<file path="config.mk">
export PLATFORM = sky130hd
export DESIGN_NAME = ring_buffer_deque_unit
export DESIGN_NICKNAME = d
export VERILOG_FILES = /design/src/rtl/core/rbdq_pkg.sv /design/src/rtl/core/ring_buffer_deque_unit.sv /design/src/rtl/core/rbdq_ram.sv
export VERILOG_INCLUDE_DIRS = /design/src /design/src/rtl/core
export SDC_FILE = /design/constraint.sdc
export NUM_CORES = 1
export LEC_CHECK = 0
export BUFFER_PORTS_ARGS = -buffer_cell sky130_fd_sc_hd__clkbuf_2
export CAP_MARGIN = 25
export CELL_PAD_IN_SITES_DETAIL_PLACEMENT = 1
export CELL_PAD_IN_SITES_GLOBAL_PLACEMENT = 2
export CORE_MARGIN = 3
export CORE_UTILIZATION = 45
export DETAILED_ROUTE_END_ITERATION = 10
export GPL_ROUTABILITY_DRIVEN = 0
export PLACE_DENSITY = 0.76
export SYNTH_ARGS = -nofsm -noshare
export SYNTH_HDL_FRONTEND = slang
export SYNTH_HIERARCHICAL = 1
export SYNTH_SLANG_ARGS = --single-unit
</file>
<file path="constraint.sdc">
create_clock -name clock -period 13.7 [get_ports clock]
set_input_delay 0 -clock clock [delete_from_list [all_inputs] [get_ports clock]]
set_output_delay 0 -clock clock [all_outputs]
set_load 0.005 [all_outputs]
</file>
<file path="src/rtl/core/ring_buffer_deque_unit_macros.svh">
// Assertion macros used by the deque unit's RTL.
`ifndef RING_BUFFER_DEQUE_UNIT_MACROS_SVH
`define RING_BUFFER_DEQUE_UNIT_MACROS_SVH
`ifndef SYNTHESIS
// Plain property, sampled at the rising edge and disabled during reset.
`define RBDQ_ASSERT(label, clk, rst, prop, msg) \
   label: assert property (@(posedge clk) disable iff (rst) (prop)) else $error(msg);
// Same-cycle implication.
`define RBDQ_ASSERT_IMPL(label, clk, rst, ante, cons, msg) \
   label: assert property (@(posedge clk) disable iff (rst) (ante) |-> (cons)) else $error(msg);
// Next-cycle implication.
`define RBDQ_ASSERT_NEXT(label, clk, rst, ante, cons, msg) \
   label: assert property (@(posedge clk) disable iff (rst) (ante) |=> (cons)) else $error(msg);
`else
`define RBDQ_ASSERT(label, clk, rst, prop, msg)
`define RBDQ_ASSERT_IMPL(label, clk, rst, ante, cons, msg)
`define RBDQ_ASSERT_NEXT(label, clk, rst, ante, cons, msg)
`endif
`endif

</file>
<file path="src/rtl/core/rbdq_pkg.sv">
// Command and status codes of the ring buffer deque.
package rbdq_pkg;

   typedef enum logic [2:0] {
      CMD_PUSH_FRONT = 3'd0,
      CMD_PUSH_BACK  = 3'd1,
      CMD_POP_FRONT  = 3'd2,
      CMD_POP_BACK   = 3'd3,
      CMD_READ_AT    = 3'd4,
      CMD_WRITE_AT   = 3'd5,
      CMD_CLEAR      = 3'd6
   } cmd_type;

   typedef enum logic [1:0] {
      ST_OK    = 2'd0,
      ST_FULL  = 2'd1,
      ST_EMPTY = 2'd2,
      ST_RANGE = 2'd3
   } status_type;

   localparam int VALUE_WIDTH    = 32;
   localparam int POSITION_WIDTH = 4;
   localparam int COUNT_WIDTH    = 5;

endpackage

</file>
<file path="src/rtl/core/ring_buffer_deque_unit.sv">
// Ring buffer deque: fixed-capacity double-ended queue in a circular RAM.
//
// The unit takes one command word per cycle while req_stall is low and returns
// one response word per command: push front/back, pop front/back, read or
// write at a logical position (position 0 is the back element), or clear. The
// command is decoded at the accepting edge, where the pointers and the count
// are updated and the single RAM port is given its one read or write; the
// status and count are held in the decode stage, and the response is formed in a
// second register stage once the registered RAM read data is present, where
// it waits until the consumer takes it. The sustained rate is one command
// per clock without stalls, set by the single RAM port that every
// command touches at most once. The response register parts the two sides:
// req_stall rises only when both the decode stage and the response register
// hold words and the consumer stalls. A push to a full deque, a pop from an
// empty one and a position at or past the count leave the state untouched and
// report their status with a zero read value. Clear resets only the pointers
// and the count; the RAM keeps its contents, so no clearing pass is needed
// and the unit accepts commands in the first cycle after reset.
module ring_buffer_deque_unit
   import rbdq_pkg::*;
#(
   parameter int DEPTH      = 16,
   parameter int DATA_WIDTH = 32
) (
   input  logic                      clock,
   input  logic                      reset,
   input  logic                      req_valid,
   output logic                      req_stall,
   input  logic [2:0]                req_command,
   input  logic [VALUE_WIDTH-1:0]    req_value,
   input  logic [POSITION_WIDTH-1:0] req_position,
   output logic                      rsp_valid,
   input  logic                      rsp_stall,
   output logic [VALUE_WIDTH-1:0]    rsp_read_value,
   output logic [COUNT_WIDTH-1:0]    rsp_count,
   output logic [1:0]                rsp_status
);

`include "ring_buffer_deque_unit_macros.svh"

   // Pointer, count and slot-sum widths.
   localparam int PW  = $clog2(DEPTH);
   localparam int CW  = $clog2(DEPTH + 1);
   localparam int CMW = (CW > POSITION_WIDTH) ? CW : POSITION_WIDTH;
   localparam int SW  = ((PW > POSITION_WIDTH) ? PW : POSITION_WIDTH) + 2;

   localparam logic [PW-1:0] PTR_LAST  = PW'(DEPTH - 1);
   localparam logic [CW-1:0] COUNT_MAX = CW'(DEPTH);
   localparam logic [SW-1:0] SLOT_WRAP = SW'(DEPTH);

   // Architectural state.
   logic [PW-1:0] fp_ff, fp_in;
   logic [PW-1:0] bp_ff, bp_in;
   logic [CW-1:0] count_ff, count_in;

   // Decode stage.
   logic                   s1_valid_ff, s1_valid_in;
   logic                   s1_hit_ff, s1_hit_in;
   logic [COUNT_WIDTH-1:0] s1_count_ff, s1_count_in;
   status_type             s1_status_ff, s1_status_in;

   // Response stage.
   logic                   rsp_valid_ff;
   logic [VALUE_WIDTH-1:0] rsp_read_value_ff, rsp_read_value_in;
   logic [COUNT_WIDTH-1:0] rsp_count_ff;
   status_type             rsp_status_ff;

   logic s1_adv;
   logic req_accept;

   // Pointer neighbours.
   logic [PW-1:0] fp_inc, fp_dec, bp_inc, bp_dec;

   // Logical position to physical slot.
   logic [SW-1:0] slot_sum, slot_wrap;
   logic [PW-1:0] slot;
   logic          pos_out;
   logic          is_full, is_empty;

   // RAM port.
   logic                  ram_wr_en, ram_rd_en, ram_read;
   logic [PW-1:0]         ram_addr;
   logic [DATA_WIDTH-1:0] ram_wr_data, ram_rd_data;

   // Width adaptation.
   logic [VALUE_WIDTH+DATA_WIDTH-1:0] value_wide;
   logic [DATA_WIDTH+VALUE_WIDTH-1:0] rd_wide;
   logic [CW+COUNT_WIDTH-1:0]         count_wide;

   cmd_type cmd;

   assign cmd = cmd_type'(req_command);

   // Advance the decode stage whenever the response register is free or drained.
   assign s1_adv     = !rsp_valid_ff || !rsp_stall;
   assign req_stall  = s1_valid_ff && !s1_adv;
   assign req_accept = req_valid && !req_stall;

   assign fp_inc = (fp_ff == PTR_LAST) ? '0 : fp_ff + PW'(1);
   assign fp_dec = (fp_ff == '0) ? PTR_LAST : fp_ff - PW'(1);
   assign bp_inc = (bp_ff == PTR_LAST) ? '0 : bp_ff + PW'(1);
   assign bp_dec = (bp_ff == '0) ? PTR_LAST : bp_ff - PW'(1);

   // The sum stays below twice the depth whenever the position is in range.
   assign slot_sum  = SW'(bp_ff) + SW'(1) + SW'(req_position);
   assign slot_wrap = (slot_sum >= SLOT_WRAP) ? slot_sum - SLOT_WRAP : slot_sum;
   assign slot      = slot_wrap[PW-1:0];

   assign pos_out  = CMW'(req_position) >= CMW'(count_ff);
   assign is_full  = count_ff == COUNT_MAX;
   assign is_empty = count_ff == '0;

   assign value_wide  = {{DATA_WIDTH{1'b0}}, req_value};
   assign ram_wr_data = value_wide[DATA_WIDTH-1:0];

   // Decode the command: next pointers, count, status and RAM access.
   always_comb begin
      fp_in        = fp_ff;
      bp_in        = bp_ff;
      count_in     = count_ff;
      s1_status_in = ST_OK;
      ram_wr_en    = 1'b0;
      ram_read     = 1'b0;
      ram_addr     = slot;
      unique case (cmd)
         CMD_PUSH_FRONT: begin
            if (is_full) begin
               s1_status_in = ST_FULL;
            end else begin
               ram_wr_en = 1'b1;
               ram_addr  = fp_ff;
               fp_in     = fp_inc;
               count_in  = count_ff + CW'(1);
            end
         end
         CMD_PUSH_BACK: begin
            if (is_full) begin
               s1_status_in = ST_FULL;
            end else begin
               ram_wr_en = 1'b1;
               ram_addr  = bp_ff;
               bp_in     = bp_dec;
               count_in  = count_ff + CW'(1);
            end
         end
         CMD_POP_FRONT: begin
            if (is_empty) begin
               s1_status_in = ST_EMPTY;
            end else begin
               ram_read = 1'b1;
               ram_addr = fp_dec;
               fp_in    = fp_dec;
               count_in = count_ff - CW'(1);
            end
         end
         CMD_POP_BACK: begin
            if (is_empty) begin
               s1_status_in = ST_EMPTY;
            end else begin
               ram_read = 1'b1;
               ram_addr = bp_inc;
               bp_in    = bp_inc;
               count_in = count_ff - CW'(1);
            end
         end
         CMD_READ_AT: begin
            if (pos_out) begin
               s1_status_in = ST_RANGE;
            end else begin
               ram_read = 1'b1;
            end
         end
         CMD_WRITE_AT: begin
            if (pos_out) begin
               s1_status_in = ST_RANGE;
            end else begin
               ram_wr_en = 1'b1;
            end
         end
         CMD_CLEAR: begin
            fp_in    = '0;
            bp_in    = PTR_LAST;
            count_in = '0;
         end
         default: begin
            // Undefined command code: leave everything as it stands.
         end
      endcase
   end

   // Report the count modulo the response field width.
   assign count_wide  = {{COUNT_WIDTH{1'b0}}, count_in};
   assign s1_count_in = count_wide[COUNT_WIDTH-1:0];
   assign s1_hit_in   = ram_read;

   // Load the decode stage on accept, drop it when it moves on.
   assign s1_valid_in = req_accept ? 1'b1 : (s1_adv ? 1'b0 : s1_valid_ff);

   rbdq_ram #(
      .WIDTH (DATA_WIDTH),
      .DEPTH (DEPTH)
   ) u_store (
      .clock   (clock),
      .wr_en   (ram_wr_en && req_accept),
      .rd_en   (ram_rd_en),
      .addr    (ram_addr),
      .wr_data (ram_wr_data),
      .rd_data (ram_rd_data)
   );

   // Read only on accept so the read data holds while the decode stage waits.
   assign ram_rd_en = ram_read && req_accept;

   assign rd_wide           = {{VALUE_WIDTH{1'b0}}, ram_rd_data};
   assign rsp_read_value_in = s1_hit_ff ? rd_wide[VALUE_WIDTH-1:0] : '0;

   // Control state.
   always_ff @(posedge clock) begin
      if (reset) begin
         fp_ff        <= '0;
         bp_ff        <= PTR_LAST;
         count_ff     <= '0;
         s1_valid_ff  <= 1'b0;
         rsp_valid_ff <= 1'b0;
      end else begin
         if (req_accept) begin
            fp_ff    <= fp_in;
            bp_ff    <= bp_in;
            count_ff <= count_in;
         end
         s1_valid_ff <= s1_valid_in;
         if (s1_adv) begin
            rsp_valid_ff <= s1_valid_ff;
         end
      end
   end

   // Payload registers.
   always_ff @(posedge clock) begin
      if (req_accept) begin
         s1_hit_ff    <= s1_hit_in;
         s1_count_ff  <= s1_count_in;
         s1_status_ff <= s1_status_in;
      end
      if (s1_adv) begin
         rsp_read_value_ff <= rsp_read_value_in;
         rsp_count_ff      <= s1_count_ff;
         rsp_status_ff     <= s1_status_ff;
      end
   end

   assign rsp_valid      = rsp_valid_ff;
   assign rsp_read_value = rsp_read_value_ff;
   assign rsp_count      = rsp_count_ff;
   assign rsp_status     = rsp_status_ff;

   `RBDQ_ASSERT(a_count_bound, clock, reset, count_ff <= COUNT_MAX, "count past capacity")
   `RBDQ_ASSERT_IMPL(a_empty_ptrs, clock, reset, count_ff == '0, fp_ff == bp_inc, "empty deque with apart pointers")
   `RBDQ_ASSERT_IMPL(a_stall_cause, clock, reset, req_stall, s1_valid_ff && rsp_valid_ff && rsp_stall, "stall without full pipeline")
   `RBDQ_ASSERT_IMPL(a_empty_status, clock, reset, s1_valid_ff && s1_status_ff == ST_EMPTY, s1_count_ff == '0 && !s1_hit_ff, "empty pop with data")
   `RBDQ_ASSERT_NEXT(a_clear, clock, reset, req_accept && cmd == CMD_CLEAR, count_ff == '0 && fp_ff == '0, "clear left state")

endmodule

</file>
<file path="src/rtl/core/rbdq_ram.sv">
// Generic single-port RAM with registered read data.
module rbdq_ram #(
   parameter int WIDTH = 32,
   parameter int DEPTH = 16
) (
   input  logic                     clock,
   input  logic                     wr_en,
   input  logic                     rd_en,
   input  logic [$clog2(DEPTH)-1:0] addr,
   input  logic [WIDTH-1:0]         wr_data,
   output logic [WIDTH-1:0]         rd_data
);

   logic [WIDTH-1:0] store_ff [DEPTH];
   logic [WIDTH-1:0] rd_data_ff;

   always_ff @(posedge clock) begin
      if (wr_en) begin
         store_ff[addr] <= wr_data;
      end
      if (rd_en) begin
         rd_data_ff <= store_ff[addr];
      end
   end

   assign rd_data = rd_data_ff;

endmodule

</file>
==> results of run 1 <==
## stage by stage
stage | area, um2 | total power, mW
4_1_cts | 27670 | 4.382
2_1_floorplan | 23690 | 2.495
5_1_grt | 27670 | 4.497
6_report | 27670 | 4.326
3_5_place_dp | 25290 | 2.692
3_3_place_gp | 24940 | 2.671
## layer usage
layer / up-vias / track usage (%) / share of wire (%)
met5: - / 0 / 0
met4: 0 / 4.628 / 2.0
met3: 73 / 3.269 / 5.4
met2: 355 / 33.12 / 50
met1: 6289 / 27.69 / 42
li1: 5167 / - / -
## cell families (layout without fill, tap and decap cells)
kind of cell	after synthesis	count (layout)
AOI/OAI and AO/OA	160	160
xor gates and xnor gates	7	7
and+or+nand+nor	179	179
DFF	606	606
buffers and inverters	86	276
adders and majority gates	15	15
other	0	1
muxes	132	132
## where the power goes
| group | internal (mW) | total (mW) | switching [mW] | leakage [nW] |
|---|---|---|---|---|
| logic | 0.224 | 0.540 | 0.317 | 2.56 |
| registers | 2.09 | 2.11 | 0.0173 | 5.55 |
| clock network | 0.997 | 1.67 | 0.678 | 0.985 |
| total | 3.31 | 4.33 | 1.01 | 9.09 |
## worst min-delay path by stage
stage | end | slack, ps | depth (start not counted)
floorplan | fp_ff[2]$_SDFFE_PP0P_ | 70 | 1
global placement | s1_valid_ff$_SDFFE_PP0P_ | 240 | 3
detailed placement | s1_valid_ff$_SDFFE_PP0P_ | 260 | 3
CTS | s1_hit_ff$_DFFE_PP_ | 100 | 5
global route | s1_hit_ff$_DFFE_PP_ | 160 | 5
finish | s1_hit_ff$_DFFE_PP_ | 120 | 5
## Yosys cell counts, types with 3 or more instances
| master | instances | share of area [%] |
|---|---|---|
| sky130_fd_sc_hd__inv_1 | 20 | 0.32 |
| sky130_fd_sc_hd__edfxtp_1 | 591 | 75 |
| sky130_fd_sc_hd__o21ai_0 | 19 | 0.40 |
| sky130_fd_sc_hd__buf_2 | 22 | 0.46 |
| sky130_fd_sc_hd__a21oi_1 | 30 | 0.63 |
| sky130_fd_sc_hd__and2_1 | 36 | 0.95 |
| sky130_fd_sc_hd__nand2b_1 | 11 | 0.29 |
| sky130_fd_sc_hd__o22ai_1 | 5 | 0.13 |
| sky130_fd_sc_hd__o221ai_1 | 3 | 0.11 |
| sky130_fd_sc_hd__ha_1 | 14 | 0.74 |
| sky130_fd_sc_hd__dfxtp_1 | 15 | 1.3 |
| sky130_fd_sc_hd__mux4_2 | 128 | 12 |
| sky130_fd_sc_hd__xnor2_1 | 4 | 0.15 |
| sky130_fd_sc_hd__a21o_1 | 3 | 0.095 |
| sky130_fd_sc_hd__mux2i_1 | 4 | 0.17 |
| sky130_fd_sc_hd__a311oi_1 | 3 | 0.11 |
| sky130_fd_sc_hd__nand3_1 | 7 | 0.15 |
| sky130_fd_sc_hd__or3_1 | 3 | 0.079 |
| sky130_fd_sc_hd__o21ai_1 | 4 | 0.085 |
| sky130_fd_sc_hd__nor2_1 | 33 | 0.52 |
| sky130_fd_sc_hd__nand3b_1 | 4 | 0.13 |
| sky130_fd_sc_hd__o21a_1 | 3 | 0.095 |
| sky130_fd_sc_hd__a211oi_1 | 8 | 0.25 |
| sky130_fd_sc_hd__clkbuf_1 | 35 | 0.55 |
| sky130_fd_sc_hd__a22oi_1 | 65 | 2.1 |
| sky130_fd_sc_hd__xor2_1 | 3 | 0.11 |
| sky130_fd_sc_hd__buf_6 | 7 | 0.33 |
| sky130_fd_sc_hd__nor2b_1 | 5 | 0.13 |
| sky130_fd_sc_hd__nor3_1 | 14 | 0.30 |
| sky130_fd_sc_hd__nand2_1 | 47 | 0.74 |
## sequential cells by signal (all words and copies together), names as in the netlist
name              flops
fp_ff                 4
s1_status_ff          2
bp_ff                 4
s1_valid_ff           1
s1_count_ff           5
rsp_read_value       32
s1_hit_ff             1
count_ff              5
u_store/rd_data      32
rsp_count             5
rsp_status            2
rsp_valid             1
u_store/store_ff    512
## tightest hold or removal path, delay by kind of cell
kind / cells / cell delay [ps]
buffers and inverters: 1 / 110
AOI/OAI and AO/OA: 3 / 320
adders and majority gates: 1 / 140
## cell type report
type | instances | area share, %
flip-flops and latches | 606 | 65.21
multi-input cells | 493 | 19.55
clock buffers | 66 | 5.584
repair buffers | 148 | 4.603
well taps | 680 | 3.074
clock inverters | 42 | 1.691
inverters | 20 | 0.2713
diodes | 1 | 0.009042
## what timing repair did
action / in CTS / in global routing
endpoints found under the setup margin: 0 / 0
hold endpoints to repair: 527 / 0
hold buffers: 37 / 0
==> metrics.csv, run 1 <==
stage;metric;value;unit
worst_setup_path;beginning of the critical path;count_ff[1]$_SDFFE_PP0P_;
synth;net count after synthesis;1243;
worst_hold_path;path class of the lowest-slack min-delay path;in2reg;
finish;number of fillers in the final layout;4588;
synth;cell area after technology mapping;23690;um2
die;number of I/O pins;84;
power_and_ir_drop;peak supply drop;0.09270;mV
power_and_ir_drop;cell area power density;156.3;nW/um2
cts;maximum count of clock buffers along a single path;3;
synth;Primary FF master, synth;sky130_fd_sc_hd__edfxtp_1;
finish;share of post-route cells with drive strength above 1;26.40;%
synth;proportion of synthesized flip-flops having asynchronous set or reset;0;%
global_route;overflow left after global routing;0;
worst_setup_path;critical path's top delay family;simple AND/OR/NAND/NOR gates;
finish;Seq. cell area;18050;um2
global_route;GR Util All Layers;19.84;%
route;first-pass iteration count of the detailed router;5;
global_route;number of antenna violations at the first check in global routing;1;
sta;relative slew slack;34.85;%
worst_setup_path;Worst R2R Start;count_ff[1]$_SDFFE_PP0P_;
cts;TritonCTS clock tree;yes;
worst_setup_path;arrival time reported for the critical path endpoint;5110;ps
synth;register area share after synthesis;76.18;%
place;worst-case setup slack after placement;8788;ps
worst_hold_path;startpoint of the worst hold path;req_position[3];
route;Routed wire per std cell;26.50;um
synth;adder and majority gate portion of the synthesized area;0.8239;%
worst_setup_path;logic depth of the worst register-to-register path;11;
sta;max frequency;207.6;MHz
route;Antenna Nets Post-Route;0;
worst_setup_path;chain of cells forming the critical path;inv_1 -> ha_1 -> or4b_1 -> nor2_1 -> a21oi_1 -> o221ai_4 -> buf_4 -> buf_12 -> nand2b_1 -> nor2_4 -> buf_16;
cts;Root Driver;sky130_fd_sc_hd__clkbuf_16;
place;# port buffers;83;
worst_setup_path;CP Capture Type;register;
place;Post-DP HPWL;32380;um
worst_setup_path;critical path startpoint category;register;
synth;complex-gate fraction of the synthesized area;4.595;%
sta;RSZ-0062 raised after global routing;no;
finish;non-filler instance count after layout;2056;
synth;basic-gate share of the synthesized area counting and, or, nand and nor cells;4.093;%
sta;sum of negative setup slack;0;ps
worst_setup_path;capture point of the critical path;u_store/store_ff[13][10]$_DFFE_PP_;
cts;post-CTS repair timing setup buffer count;0;
route;routed via count;11880;
cts;clk_lat worst skew;620;ps
finish;area used by multi-input combinational logic;5411;um2
global_route;via count of the first global-routing pass;12770;
sta;maximum clock skew at final layout;33.55;ps
flow_run;Max Cap Violations;0;
place;Post-Place Cells;1910;
worst_setup_path;critical path start-end classification;reg2reg;
outcome;outcome;finished clean;
cts;number of resized instances in the post-cts repair step;0;
sta;final worst path period share;35.15;%
cts;CTS sink count;606;
global_route;largest net degree at the start of global routing;136;
finish;Final Core Density;53.51;%
synth;YS warnings;6;
worst_setup_path;slowest library cell on the worst path;sky130_fd_sc_hd__buf_12;
sta;Setup-failing EPs final;0;
worst_setup_path;critical path required time;14000;ps
finish;commonest cells after routing, fill and taps aside;591 x sky130_fd_sc_hd__edfxtp_1, 128 x sky130_fd_sc_hd__mux4_2, 83 x sky130_fd_sc_hd__clkbuf_2;
synth;multiplexer area fraction after synthesis;12.34;%
finish;Nets;1387;
cts;clock buffer count from CTS;60;
synth;Post-Syn Instances;1185;
synth;mean post-synth cell area;19.99;um2
worst_setup_path;Stages on worst setup path;11;
sta;total count of max-transition violations in the final report;0;
die;floorplan die width;235.5;um
finish;synthesis-to-finish area growth;16.81;%
worst_setup_path;crit-path max FO;105;
worst_setup_path;register-to-register setup slack;8880;ps
sta;Tightest Pin Transition;977.2;ps
cts;Reg clk slew, reported paths;60;ps
route;final routed wirelength across all metal layers;54480;um
die;placeable core area;51720;um2
sta;PnR worst setup slack;8884;ps
die;Die Footprint;55440;um2
sta;Min Clock Period, post-route;4816;ps
synth;share of the synthesized netlist area taken by xor and xnor gates;0.2588;%
route;routed via count divided by cell count;5.780;
synth;count of flip-flops with a built-in enable after synthesis;591;
die;Rows;83;
global_route;global-route wire length before repair;82700;um
worst_setup_path;Bufs and invs on worst path;4;
sta;worst hold slack;123.0;ps
finish;most common cell after layout, fill and taps aside;sky130_fd_sc_hd__edfxtp_1;
synth;number of synthesized register bits;606;
worst_setup_path;biggest cell delay along the critical path;700;ps
sta;final hold vios;0;
die;vertical extent of the die;235.5;um
route;iteration-0 DRC count of the detailed router;1051;
synth;count of cell types in the netlist;65;
power_and_ir_drop;static leakage;9.088;nW
worst_setup_path;Crit Reg-Reg Endpoint;u_store/store_ff[13][10]$_DFFE_PP_;
die;initial core utilization;45.81;%
synth;largest family of logic cells by synthesized area;multiplexers;
route;total DRC errors in the routed layout;0;
cts;maximum level of the CTS H-tree;2;
No activity file was read; power rests on OpenSTA's default activity.
==> run 2: changes to the inputs <==
--- a/config.mk
+++ b/config.mk
@@ -11,10 +11,10 @@
 export CELL_PAD_IN_SITES_DETAIL_PLACEMENT = 1
 export CELL_PAD_IN_SITES_GLOBAL_PLACEMENT = 2
 export CORE_MARGIN = 3
-export CORE_UTILIZATION = 45
+export CORE_UTILIZATION = 44
 export DETAILED_ROUTE_END_ITERATION = 10
 export GPL_ROUTABILITY_DRIVEN = 0
-export PLACE_DENSITY = 0.76
+export PLACE_DENSITY = 0.78
 export SYNTH_ARGS = -nofsm -noshare
 export SYNTH_HDL_FRONTEND = slang
 export SYNTH_HIERARCHICAL = 1
==> constraint.sdc (replaced) <==
create_clock -name clock -period 4.4 [get_ports clock]
set_input_delay 0 -clock clock [delete_from_list [all_inputs] [get_ports clock]]
set_output_delay 0 -clock clock [all_outputs]
set_load 0.005 [all_outputs]
==> metrics.csv, run 2 (synthesized netlist as in run 1, its figures left out) <==
stage;metric;value;unit;change
global_route;overflow left after global routing;0;;unchanged
worst_setup_path;chain of cells forming the critical path;inv_1 -> ha_1 -> and4bb_1 -> or3_1 -> o21ai_1 -> a211oi_1 -> o32ai_4 -> buf_4 -> mux4_2 -> a22oi_1 -> nand2_1;;
route;routed via count;12220;;+2.8%
finish;Final Core Density;52.79;%;-0.72 points
sta;Min Clock Period, post-route;3993;ps;-823.1 ps
sta;final hold vios;0;;unchanged
global_route;busiest layer in global routing;met2;;
route;final routed wirelength across all metal layers;57140;um;+4.9%
cts;TritonCTS clock tree;yes;;
global_route;met2 usage;34.60;%;+1.5 points
place;Post-DP HPWL;34060;um;+5.2%
global_route;via count of the first global-routing pass;13250;;+3.8%
worst_setup_path;register-to-register setup slack;410;ps;-8480 ps
sta;maximum clock skew at final layout;16.65;ps;-16.90 ps
cts;Reg clk slew, reported paths;60;ps;about the same
global_route;met1 GRT Util;28.54;%;+0.85 points
global_route;number of antenna violations at the first check in global routing;1;;unchanged
finish;Nets;1430;;+3.1%
worst_setup_path;biggest cell delay along the critical path;740;ps;+40 ps
global_route;largest net degree at the start of global routing;42;;-69%
place;Post-Place Cells;1958;;+2.5%
die;Rows;84;;+1.2%
power_and_ir_drop;cell area power density;478.2;nW/um2;+210%
sta;relative slew slack;45.24;%;+10 points
worst_setup_path;critical path startpoint category;register;;
finish;commonest cells after routing, fill and taps aside;591 x sky130_fd_sc_hd__edfxtp_1, 128 x sky130_fd_sc_hd__mux4_2, 83 x sky130_fd_sc_hd__clkbuf_2;;
cts;maximum level of the CTS H-tree;2;;unchanged
die;number of I/O pins;84;;unchanged
finish;share of post-route cells with drive strength above 1;27.45;%;+1.0 points
sta;RSZ-0062 raised after global routing;no;;
global_route;GR Util All Layers;20.57;%;+0.74 points
worst_setup_path;crit-path max FO;13;;-88%
worst_setup_path;CP Capture Type;register;;
worst_setup_path;critical path required time;4750;ps;-9250 ps
global_route;global-route wire length before repair;86640;um;+4.8%
cts;Root Driver;sky130_fd_sc_hd__clkbuf_16;;
finish;non-filler instance count after layout;2109;;+2.6%
die;Die Footprint;56670;um2;+2.2%
global_route;global-route track usage on met3;2.832;%;-0.44 points
finish;synthesis-to-finish area growth;17.80;%;
sta;Setup-failing EPs final;0;;unchanged
worst_hold_path;path class of the lowest-slack min-delay path;in2reg;;
route;Antenna Nets Post-Route;0;;unchanged
route;routed via count divided by cell count;5.794;;+0.24%
power_and_ir_drop;peak supply drop;0.4136;mV;+350%
sta;max frequency;250.4;MHz;+21%
finish;flip-flop count of the largest register after layout;512;;unchanged
worst_hold_path;number of cells traversed by the worst hold path;5;;unchanged
worst_setup_path;logic depth of the worst register-to-register path;11;;unchanged
flow_run;Max Cap Violations;0;;unchanged
sta;total count of max-transition violations in the final report;0;;unchanged
die;vertical extent of the die;238.0;um;+1.1%
outcome;outcome;finished clean;;
cts;clk_lat worst skew;620;ps;about the same
place;# port buffers;83;;unchanged
worst_setup_path;slowest library cell on the worst path;sky130_fd_sc_hd__o32ai_4;;
die;floorplan die width;238.0;um;+1.1%
cts;maximum count of clock buffers along a single path;3;;unchanged
sta;final worst path period share;90.75;%;+56 points
route;iteration-0 DRC count of the detailed router;1154;;+9.8%
cts;CTS sink count;606;;unchanged
sta;worst hold slack;48.06;ps;-74.92 ps
route;Routed wire per std cell;27.09;um;+2.2%
cts;clock buffer count from CTS;60;;unchanged
sta;Tightest Pin Transition;821.5;ps;-155.8 ps
finish;most common cell after layout, fill and taps aside;sky130_fd_sc_hd__edfxtp_1;;
finish;number of fillers in the final layout;4704;;+2.5%
die;initial core utilization;44.81;%;-1.0 points
worst_setup_path;arrival time reported for the critical path endpoint;4340;ps;-770 ps
route;total DRC errors in the routed layout;0;;unchanged
sta;sum of negative setup slack;0;ps;unchanged
finish;Largest Register;u_store/store_ff;;
worst_setup_path;critical path start-end classification;reg2reg;;
power_and_ir_drop;static leakage;9.237;nW;+1.6%
route;first-pass iteration count of the detailed router;5;;unchanged
finish;number of diodes;0;;-1
die;placeable core area;52870;um2;+2.2%
## run 2: cell count changes in the layout (fill, tap and decap cells not counted), moves of 3 or more
cell                            before  now
sky130_fd_sc_hd__buf_4              13   46
sky130_fd_sc_hd__buf_12              3   22
sky130_fd_sc_hd__clkbuf_1            5   18
sky130_fd_sc_hd__buf_16             12    0
sky130_fd_sc_hd__clkinv_2           14    9
sky130_fd_sc_hd__bufinv_16          10    6
sky130_fd_sc_hd__clkinv_1           11   14
sky130_fd_sc_hd__clkinvlp_4          4    1
sky130_fd_sc_hd__dlygate4sd3_1      37   40
## run 2: critical path: cells and delay by family, from the launching register on
kind | cells | cell delay (ps)
AO/OA/AOI/OAI | 4 | 1320
adder cells (fa/ha/maj) | 1 | 280
buffers and inverters | 2 | 490
flip-flops | 1 | 500
multiplexers | 1 | 340
AND/OR/NAND/NOR | 3 | 800
## run 2: metrics by stage
step | total power, mW | setup WS (ps) | instance area (um2)
finish | 13.35 | 407.1 | 27910
global route | 13.88 | 184.2 | 27910
CTS | 13.51 | 416.3 | 27910
detailed placement | 8.448 | 432.7 | 25600
global placement | 8.396 | 568.5 | 25600
floorplan | 7.770 | -484.6 | 23690
## run 2: final timing paths
path                            startpoint                            to
setup / recovery  count_ff[0]$_SDFFE_PP0P_  u_store/rd_data[6]$_DFFE_PP_
hold / removal              req_command[1]         bp_ff[3]$_SDFFE_PP1P_
setup reg to reg  count_ff[0]$_SDFFE_PP0P_  u_store/rd_data[6]$_DFFE_PP_
hold reg to reg   s1_count_ff[0]$_DFFE_PP_        rsp_count[0]$_DFFE_PP_
## run 2: report_power, final
group	total [mW]	leakage (nW)	internal, mW	switching [mW]
Sequential	6.57	5.55	6.52	0.0539
Combinational	1.76	2.76	0.768	0.995
Clock	5.01	0.928	2.87	2.14
Total	13.3	9.24	10.2	3.19
## run 2: metal layers
layer  up-vias  wire (um)
li1       5249          -
met1      6530      24600
met2       352      28420
met3        89       2787
met4         0       1329
met5         -          0
## run 2: cell type report
type | instances | area, um2 | area share [%]
Sequential cell | 606 | 18050 | 64.66
Multi-Input combinational cell | 493 | 5411 | 19.39
Timing Repair Buffer | 191 | 1602 | 5.738
Inverter | 20 | 75.07 | 0.2690
Clock buffer | 78 | 1569 | 5.622
Clock inverter | 33 | 344.1 | 1.233
Tap cell | 688 | 860.8 | 3.084
## run 2: timing repair
action,in CTS,in global routing
hold buffers,40,0
gates resized for setup,0,0
endpoints found under the hold margin,527,0
setup endpoints to repair,0,0
setup buffers,0,0
==> run 3: changes to the inputs <==
--- a/config.mk
+++ b/config.mk
@@ -11,10 +11,10 @@
 export CELL_PAD_IN_SITES_DETAIL_PLACEMENT = 1
 export CELL_PAD_IN_SITES_GLOBAL_PLACEMENT = 2
 export CORE_MARGIN = 3
-export CORE_UTILIZATION = 44
+export CORE_UTILIZATION = 35
 export DETAILED_ROUTE_END_ITERATION = 10
 export GPL_ROUTABILITY_DRIVEN = 0
-export PLACE_DENSITY = 0.78
+export PLACE_DENSITY = 0.71
 export SYNTH_ARGS = -nofsm -noshare
 export SYNTH_HDL_FRONTEND = slang
 export SYNTH_HIERARCHICAL = 1
==> metrics.csv, run 3 (synthesized netlist as in run 1, its figures left out) <==
stage;metric;value;unit;change
finish;flip-flop count of the largest register after layout;512;;unchanged
die;initial core utilization;35.65;%;-9.2 points
worst_setup_path;arrival time reported for the critical path endpoint;4150;ps;-190 ps
cts;clock buffer count from CTS;61;;+1.7%
power_and_ir_drop;peak supply drop;0.3425;mV;-17%
route;iteration-0 DRC count of the detailed router;974;;-16%
finish;number of fillers in the final layout;6271;;+33%
sta;relative slew slack;42.43;%;-2.8 points
sta;Tightest Pin Transition;863.5;ps;+42.06 ps
global_route;global-route wire length before repair;84350;um;-2.6%
finish;share of post-route cells with drive strength above 1;27.04;%;-0.41 points
global_route;number of antenna violations at the first check in global routing;2;;+1
global_route;via count of the first global-routing pass;12840;;-3.2%
cts;TritonCTS clock tree;yes;;
outcome;outcome;finished clean;;
finish;most common cell after layout, fill and taps aside;sky130_fd_sc_hd__edfxtp_1;;
global_route;overflow left after global routing;0;;unchanged
worst_hold_path;path class of the lowest-slack min-delay path;in2reg;;
die;Die Footprint;70850;um2;+25%
worst_setup_path;critical path startpoint category;register;;
cts;post-CTS repair timing setup buffer count;0;;unchanged
sta;worst hold slack;72.91;ps;+24.85 ps
sta;RSZ-0062 raised after global routing;no;;
power_and_ir_drop;cell area power density;478.3;nW/um2;about the same
finish;commonest cells after routing, fill and taps aside;591 x sky130_fd_sc_hd__edfxtp_1, 128 x sky130_fd_sc_hd__mux4_2, 83 x sky130_fd_sc_hd__clkbuf_2;;
cts;clk_lat worst skew;620;ps;about the same
finish;post-route design area;28040;um2;+0.47%
sta;Min Clock Period, post-route;3896;ps;-97.29 ps
sta;Setup-failing EPs final;0;;unchanged
place;standard cell area after detailed placement;25660;um2;+0.26%
worst_setup_path;crit-path max FO;37;;+24
sta;final worst path period share;88.54;%;-2.2 points
flow_run;Max Cap Violations;0;;unchanged
place;# port buffers;83;;unchanged
cts;number of resized instances in the post-cts repair step;0;;unchanged
worst_setup_path;critical path start-end classification;reg2reg;;
cts;CTS sink count;606;;unchanged
die;number of I/O pins;84;;unchanged
power_and_ir_drop;Final Total Pwr;13.41;mW;+0.50%
sta;maximum clock skew at final layout;19.26;ps;+2.615 ps
route;routed via count;11940;;-2.3%
sta;final hold vios;0;;unchanged
cts;Root Driver;sky130_fd_sc_hd__clkbuf_16;;
worst_setup_path;critical path required time;4650;ps;-100 ps
finish;Nets;1416;;-0.98%
power_and_ir_drop;static leakage;9.190;nW;-0.51%
global_route;GR Util All Layers;15.98;%;-4.6 points
worst_setup_path;CP Capture Type;register;;
route;Antenna Nets Post-Route;0;;unchanged
route;first-pass iteration count of the detailed router;5;;unchanged
finish;Largest Register;u_store/store_ff;;
cts;Reg clk slew, reported paths;60;ps;about the same
sta;max frequency;256.7;MHz;+2.5%
route;routed via count divided by cell count;5.249;;-9.4%
die;vertical extent of the die;266.2;um;+12%
die;floorplan die width;266.2;um;+12%
cts;maximum count of clock buffers along a single path;3;;unchanged
sta;total count of max-transition violations in the final report;0;;unchanged
place;Post-DP HPWL;33640;um;-1.3%
die;Rows;94;;+12%
finish;synthesis-to-finish area growth;18.36;%;
global_route;largest net degree at the start of global routing;45;;+7.1%
cts;maximum level of the CTS H-tree;2;;unchanged
route;total DRC errors in the routed layout;0;;unchanged
route;final routed wirelength across all metal layers;56210;um;-1.6%
route;Routed wire per std cell;24.71;um;-8.8%
die;placeable core area;66450;um2;+26%
[run 3: cell count changes in the layout (fill, tap and decap cells not counted), sizes merged]
cell	delta
bufinv	+1
clkbuf	-1
clkinv	+3
buf	-13
dlygate4sd3	-2
diode	+2
[run 3: metal layers]
| metal | GRT usage (%) | share of wire, % |
|---|---|---|
| met1 | 21.85 | 44 |
| met2 | 27.13 | 50 |
| met3 | 2.641 | 4.7 |
| met4 | 3.423 | 1.4 |
| met5 | 0 | 0.016 |
[run 3: final cells by class]
| type | instances | area (um2) | share of cell area, % |
|---|---|---|---|
| tap | 864 | 1081 | 3.855 |
| antenna | 2 | 5.005 | 0.01785 |
| timing repair buffer | 176 | 1429 | 5.096 |
| inverter | 20 | 75.07 | 0.2677 |
| multi-input combinational | 493 | 5411 | 19.30 |
| sequential | 606 | 18050 | 64.36 |
| clock inverter | 37 | 384.1 | 1.370 |
| clock buffer | 77 | 1608 | 5.734 |
[run 3: final timing paths]
kind | startpoint | endpoint | slack (ps) | cells after the start
setup reg to reg | count_ff[0]$_SDFFE_PP0P_ | u_store/store_ff[2][5]$_DFFE_PP_ | 500 | 11
hold / removal | req_command[2] | fp_ff[2]$_SDFFE_PP0P_ | 70 | 4
setup / recovery | count_ff[0]$_SDFFE_PP0P_ | u_store/store_ff[2][5]$_DFFE_PP_ | 500 | 11
hold reg to reg | s1_count_ff[1]$_DFFE_PP_ | rsp_count[1]$_DFFE_PP_ | 420 | 0
[run 3: repair_timing]
item | CTS | global route
setup endpoints to repair | 0 | 0
hold endpoints to repair | 527 | 0
hold buffers | 38 | 0
[run 3: through the flow]
step,TNS [ps],util (%),setup WS (ps),cells
floorplan,-62020,-,-484.6,1185
global placement,0,38.58,498.0,2120
detailed placement,0,38.62,494.5,2121
CTS,0,42.19,470.2,2273
global route,0,42.19,199.9,2273
finish,0,42.20,504.3,2275
[run 3: report_power, final]
part	internal, mW	total, mW	switching, mW
clock	3.00	5.13	2.14
combinational	0.743	1.69	0.950
sequential	6.52	6.59	0.0641
[run 3: worst max-delay path, stage by stage, from the launching register on]
cell	delay [ps]
sky130_fd_sc_hd__dfxtp_1	410
sky130_fd_sc_hd__inv_1	130
sky130_fd_sc_hd__ha_1	270
sky130_fd_sc_hd__nor4b_2	570
sky130_fd_sc_hd__nor2_1	150
sky130_fd_sc_hd__a21oi_1	270
sky130_fd_sc_hd__o221ai_4	190
sky130_fd_sc_hd__buf_4	280
sky130_fd_sc_hd__buf_12	250
sky130_fd_sc_hd__nand2b_1	380
sky130_fd_sc_hd__nor2_4	200
sky130_fd_sc_hd__buf_4	400
